[config.mk]
export PLATFORM = sky130hd
export DESIGN_NAME = next_fit_number_allocator
export DESIGN_NICKNAME = d
export VERILOG_FILES = /design/src/sv/nfa_pkg.sv /design/src/sv/next_fit_number_allocator.sv
export SDC_FILE = /design/constraint.sdc
export NUM_CORES = 1
export LEC_CHECK = 0
export BUFFER_PORTS_ARGS = -buffer_cell sky130_fd_sc_hd__buf_2
export CELL_PAD_IN_SITES_DETAIL_PLACEMENT = 0
export CELL_PAD_IN_SITES_GLOBAL_PLACEMENT = 1
export CORE_MARGIN = 4
export CORE_UTILIZATION = 30
export CTS_BUF_LIST = sky130_fd_sc_hd__clkbuf_8
export DETAILED_ROUTE_END_ITERATION = 8
export PLACE_DENSITY_LB_ADDON = 0.15
export SETUP_SLACK_MARGIN = 0.4
export SYNTH_ARGS = -nofsm -noshare
export SYNTH_HDL_FRONTEND = slang
export SYNTH_SLANG_ARGS = --single-unit
[constraint.sdc]
create_clock -name clk -period 7.4 [get_ports clk]
set_input_delay 1.11 -clock clk [delete_from_list [all_inputs] [get_ports clk]]
set_output_delay 1.11 -clock clk [all_outputs]
set_load 0.1 [all_outputs]
[src/sv/nfa_pkg.sv]
// Package of the next-fit number allocator.
// Holds the request codes and the sequencer states; depends on nothing.
package nfa_pkg;

  localparam int ACTION_W = 2;

  typedef enum logic [ACTION_W-1:0] {
    ACT_ALLOC   = 2'd0,
    ACT_RELEASE = 2'd1,
    ACT_QUERY   = 2'd2,
    ACT_NONE    = 2'd3
  } action_t;

  typedef enum logic [1:0] {
    ST_CLEAR,
    ST_IDLE,
    ST_SCAN,
    ST_RESOLVE
  } state_t;

endpackage

[src/sv/next_fit_number_allocator.sv]
// Top level of the next-fit number allocator: used map memory and its sequencer.
// Depends on nfa_pkg for the request codes and the sequencer states.
//
// After reset the block clears its used map, one entry per cycle, and holds busy
// high until every entry is cleared. A beat is taken when start is high and busy
// is low. Release and query with a valid number hold busy high for the resolve
// state; a number of zero or above COUNT, or an unused action code, is answered
// without raising busy. Allocate checks one map bit per cycle through the single
// read port of the used map, so it keeps busy high until a free candidate is found
// or every number has been checked. The result beat appears on done with success
// and granted in the same cycle that busy falls (or in the cycle after the beat
// when busy is not raised), for exactly one cycle, and cannot be held off.
module next_fit_number_allocator #(
  parameter int COUNT = 64
) (
  input  logic                           clk,
  input  logic                           rst,
  input  logic                           start,
  output logic                           busy,
  input  logic [nfa_pkg::ACTION_W-1:0]   action,
  input  logic [$clog2(COUNT+1)-1:0]     number,
  output logic                           done,
  output logic                           success,
  output logic [$clog2(COUNT+1)-1:0]     granted
);
  import nfa_pkg::*;

  localparam int NW = $clog2(COUNT + 1);
  localparam int AW = $clog2(COUNT);
  localparam logic [NW-1:0] COUNT_N = NW'(COUNT);
  localparam logic [NW-1:0] ONE_N = NW'(1);
  localparam logic [AW-1:0] LAST_A = AW'(COUNT - 1);

  logic used_mem [COUNT];
  logic rd_data;
  logic mem_we;
  logic mem_wd;
  logic [AW-1:0] mem_wa;
  logic [AW-1:0] rd_addr;

  state_t state, state_next;
  logic [AW-1:0] clr_addr, clr_addr_next;
  logic [NW-1:0] cand, cand_next;
  logic [NW-1:0] chk_cand, chk_cand_next;
  logic chk_valid, chk_valid_next;
  logic [NW-1:0] issued, issued_next;
  logic [NW-1:0] last_granted, last_granted_next;
  logic op_release, op_release_next;
  logic done_next, success_next;
  logic [NW-1:0] granted_next;

  logic [NW-1:0] cand_m1, chk_m1, num_m1, start_cand;
  logic num_ok;

  assign cand_m1 = cand - ONE_N;
  assign chk_m1 = chk_cand - ONE_N;
  assign num_m1 = number - ONE_N;
  assign num_ok = (number != '0) && (number <= COUNT_N);
  assign start_cand = (last_granted >= COUNT_N) ? ONE_N : last_granted + ONE_N;
  assign busy = (state != ST_IDLE);

  always_ff @(posedge clk) begin
    if (mem_we) begin
      used_mem[mem_wa] <= mem_wd;
    end
    rd_data <= used_mem[rd_addr];
  end

  always_ff @(posedge clk) begin
    if (rst) begin
      state <= ST_CLEAR;
      clr_addr <= '0;
      last_granted <= '0;
      chk_valid <= 1'b0;
      done <= 1'b0;
    end else begin
      state <= state_next;
      clr_addr <= clr_addr_next;
      last_granted <= last_granted_next;
      chk_valid <= chk_valid_next;
      done <= done_next;
    end
  end

  always_ff @(posedge clk) begin
    cand <= cand_next;
    chk_cand <= chk_cand_next;
    issued <= issued_next;
    op_release <= op_release_next;
    success <= success_next;
    granted <= granted_next;
  end

  always_comb begin
    state_next = state;
    clr_addr_next = clr_addr;
    cand_next = cand;
    chk_cand_next = chk_cand;
    chk_valid_next = chk_valid;
    issued_next = issued;
    last_granted_next = last_granted;
    op_release_next = op_release;
    done_next = 1'b0;
    success_next = 1'b0;
    granted_next = '0;
    mem_we = 1'b0;
    mem_wd = 1'b0;
    mem_wa = chk_m1[AW-1:0];
    rd_addr = cand_m1[AW-1:0];
    unique case (state)
      ST_CLEAR: begin
        mem_we = 1'b1;
        mem_wa = clr_addr;
        if (clr_addr == LAST_A) begin
          state_next = ST_IDLE;
        end else begin
          clr_addr_next = clr_addr + AW'(1);
        end
      end
      ST_IDLE: begin
        rd_addr = num_m1[AW-1:0];
        if (start) begin
          case (action_t'(action)) inside
            ACT_ALLOC: begin
              cand_next = start_cand;
              issued_next = '0;
              chk_valid_next = 1'b0;
              state_next = ST_SCAN;
            end
            ACT_RELEASE, ACT_QUERY: begin
              op_release_next = (action_t'(action) == ACT_RELEASE);
              chk_cand_next = number;
              if (num_ok) begin
                state_next = ST_RESOLVE;
              end else begin
                done_next = 1'b1;
              end
            end
            default: begin
              done_next = 1'b1;
            end
          endcase
        end
      end
      ST_SCAN: begin
        if (chk_valid && !rd_data) begin
          mem_we = 1'b1;
          mem_wd = 1'b1;
          last_granted_next = chk_cand;
          done_next = 1'b1;
          success_next = 1'b1;
          granted_next = chk_cand;
          chk_valid_next = 1'b0;
          state_next = ST_IDLE;
        end else if (issued == COUNT_N) begin
          done_next = 1'b1;
          chk_valid_next = 1'b0;
          state_next = ST_IDLE;
        end else begin
          chk_cand_next = cand;
          chk_valid_next = 1'b1;
          issued_next = issued + ONE_N;
          cand_next = (cand >= COUNT_N) ? ONE_N : cand + ONE_N;
        end
      end
      ST_RESOLVE: begin
        done_next = 1'b1;
        success_next = rd_data;
        if (op_release && rd_data) begin
          mem_we = 1'b1;
          mem_wd = 1'b0;
        end
        state_next = ST_IDLE;
      end
      default: begin
        state_next = ST_IDLE;
      end
    endcase
  end

endmodule

==> reports/metrics.cfg <==
[power]
power_frac_comb_pct=14.6
p_switching_uw=366.8
switching_share_pct=27.69
p_per_area_nw_per_um2=222.5
p_seq_share_pct=53.4
p_int_uw=957.7
p_leak_uw=0.002018
ir_worst_vdd_mv=0.1071
clockPowerShare_pct=32.0

[outcome]
outcome=complete, no violations

[clock_tree]
clockBufferDepth=2
cts_buffers=9
htreeDepth=3
clock-root-buffer=clkbuf_8
clock_latency_ns=0.39
clkSinkCount=112
postCtsSetupBuffers=0
holdBufCountCts=0
path_clk_slew_ns=0.11
tritoncts=built
cts_resized=0

[critical_path]
arrival_ns=3.87
cp-start-kind=flop
r2r_cells=9
crit_top_cell=mux2i_1
crit_slowest_cell=mux2i_4
required_ns=7.68
timing.rr.end=rd_data
critPathBufInv=1
worst_setup_path_end_kind=flop
critical-path-max-stage-delay_ns=0.72
r2r_setup_slack_ns=3.81
crit_type=reg2reg
critical-path-top-delay-family=multiplexers
timing.rr.start=state[0]
crit_fanout=18
path_cells=nor2b_2 > inv_6 > mux2i_4 > ha_1 > mux4_1 > mux2i_1 > mux2i_1 > mux2i_1 > mux2i_1

[synth]
syn_inst=467
synth_edf_count=86
synth_warnings=0
synth.distinct_cells=48
ys.flop_type=edfxtp_1
syn_avg_cell_area_um2=11.54
syn_area_um2=5389
yosysSeqAreaShare_pct=57.58
async_flop_share_pct=0
synth-seq-cells=112
synth_nets=491

[cells_and_area]
areaGrowthSynthToFinish_pct=10.45
antenna_cells=0
fin_nets=512
drive_gt1_share_pct=11.36

[grt]
grt_pass1_vias=3391
grt_max_degree=72
grt_usage_pct=13.29
grt_pass1_wl_um=20200
grt_antenna_before_repair=0
overflow=0

[timing]
period_share_pct=48.48
fin_setup_tns_ns=0
finClkSkew_ns=0.01093
final_hold_viol_count=0
min_period_ns=3.588
finalSetupViolations=0
slew_violations=0
relSlewSlack_pct=41.24
tightest_slew_ns=0.8629
rsz0062_at_grt=no
clock.fmax_mhz=278.7
holdWs_ns=0.4681

[floorplanning]
die_area_um2=20170
die_h_um=142.0
die_w_um=142.0
ios=22
initial_core_util_pct=30.83
rows=48
core_area_um2=17480

[placement]
routabilityCongestion=0.7575
io_buffer_count=21
hpwl_um=8788

[hold_path]
worstHoldStart=last_granted[6]
hold_end=last_granted[6]
worstHoldPathCells=2
hold_path.class=reg2reg

[flow_run]
drv_cap=0

[route]
num_vias=3433
drc=0
drt_wl_total_um=12700
post_drt_wl_per_cell_um=17.69
ant_nets=0
viasPerCell=4.781
drt_iter0_drc=336
drt_first_pass_iters=4

cell families after synthesis:
| logic type | count (synthesis) | share of synthesized area [%] |
|---|---|---|
| simple gates | 206 | 16.65 |
| flops | 112 | 57.58 |
| compound gates | 42 | 4.713 |
| mux | 36 | 11.12 |
| buf+inv | 33 | 2.647 |
| xor+xnor | 26 | 4.504 |
| fa+ha+maj | 12 | 2.786 |
per-stage QoR:
step | instance area, um2 | std cells | power (uW) | worst slack (ns) | utilization, %
after floorplan | 5389 | 467 | 855.9 | 4.411 | -
after global placement | 5724 | 702 | 916.4 | 3.755 | 32.75
after detailed placement | 5724 | 702 | 917.8 | 3.660 | 32.75
after CTS | 5952 | 718 | 1343 | 3.751 | 34.06
after global routing | 5952 | 718 | 1387 | 3.514 | 34.06
final | 5952 | 718 | 1325 | 3.812 | 34.06
routing by layer:
metal	wire length [um]	share of wire, %	vias to the layer above	track usage (%)
met5	0	0	-	0
met4	201	1.6	0	5.152
met3	428	3.4	12	1.983
met2	5495	43	54	19.08
met1	6577	52	1677	20.13
li1	-	-	1690	-
power groups by stage:
stage	Combinational (uW)	Clock, uW	Sequential [uW]
final	193	424	707
after global routing	214	463	710
after CTS	197	439	708
after detailed placement	196	0	722
after global placement	195	0	722
after floorplan	141	0	715
worst max-delay path by stage:
| stage | from | to | slack (ns) | cells after the start |
|---|---|---|---|---|
| after floorplan | number[0] | rd_data | 4.41 | 10 |
| after global routing | state[0] | rd_data | 3.51 | 9 |
| after global placement | number[0] | rd_data | 3.75 | 8 |
| final | state[0] | rd_data | 3.81 | 9 |
| after CTS | state[0] | rd_data | 3.75 | 9 |
| after detailed placement | number[0] | rd_data | 3.66 | 8 |
worst register-to-register path, stage by stage, from the launching register on:
cell and delay [ns]:
dfxtp_1 0.50, nor2b_2 0.53, inv_6 0.11, mux2i_4 0.72
ha_1 0.71, mux4_1 0.41, mux2i_1 0.17, mux2i_1 0.10
mux2i_1 0.15, mux2i_1 0.08
cell usage in the layout, fill, tap and decap left out, drive strengths merged, types with 5 or more instances in the layout:
cell | synthesis | routed
xnor2 | 13 | 13
nor2 | 92 | 92
dfxtp | 26 | 26
buf | 3 | 22
nor3 | 5 | 5
nand2 | 63 | 63
nand3 | 14 | 14
inv | 20 | 22
mux4 | 16 | 16
xor2 | 13 | 13
edfxtp | 86 | 86
clkbuf | 9 | 10
nor2b | 8 | 8
a21oi | 17 | 17
mux2i | 20 | 20
ha | 12 | 12
o21ai | 7 | 7
synth_stat cells, drive strengths merged (7+ instances only):
library cell,number,share of area (%)
nand2,63,4.4
o21ai,7,0.65
nand3,14,1.3
clkbuf,9,0.65
dfxtp,26,9.7
mux2i,20,3.9
ha,12,2.8
edfxtp,86,48
nor2,92,6.4
inv,20,1.5
nor2b,8,0.98
mux4,16,7.2
xnor2,13,2.4
a21oi,17,1.6
xor2,13,2.1
registers in the layout, summed over array words and instances, names as in the netlist, 2 cells and up:
name          count
cand              7
chk_cand          7
clr_addr          6
granted           7
issued            7
last_granted      7
state             2
used_mem         64
cell type report:
cell class                      instances  area (um2)
Tap cell                              225       281.5
Clock inverter                          6       90.09
Timing Repair Buffer                   22       112.6
Inverter                               21       83.83
Fill cell                            1751       11520
Sequential cell                       112        3103
Multi-Input combinational cell        322        2143
Clock buffer                           10       137.6
Note: power is estimated with default switching activity, not from simulation.
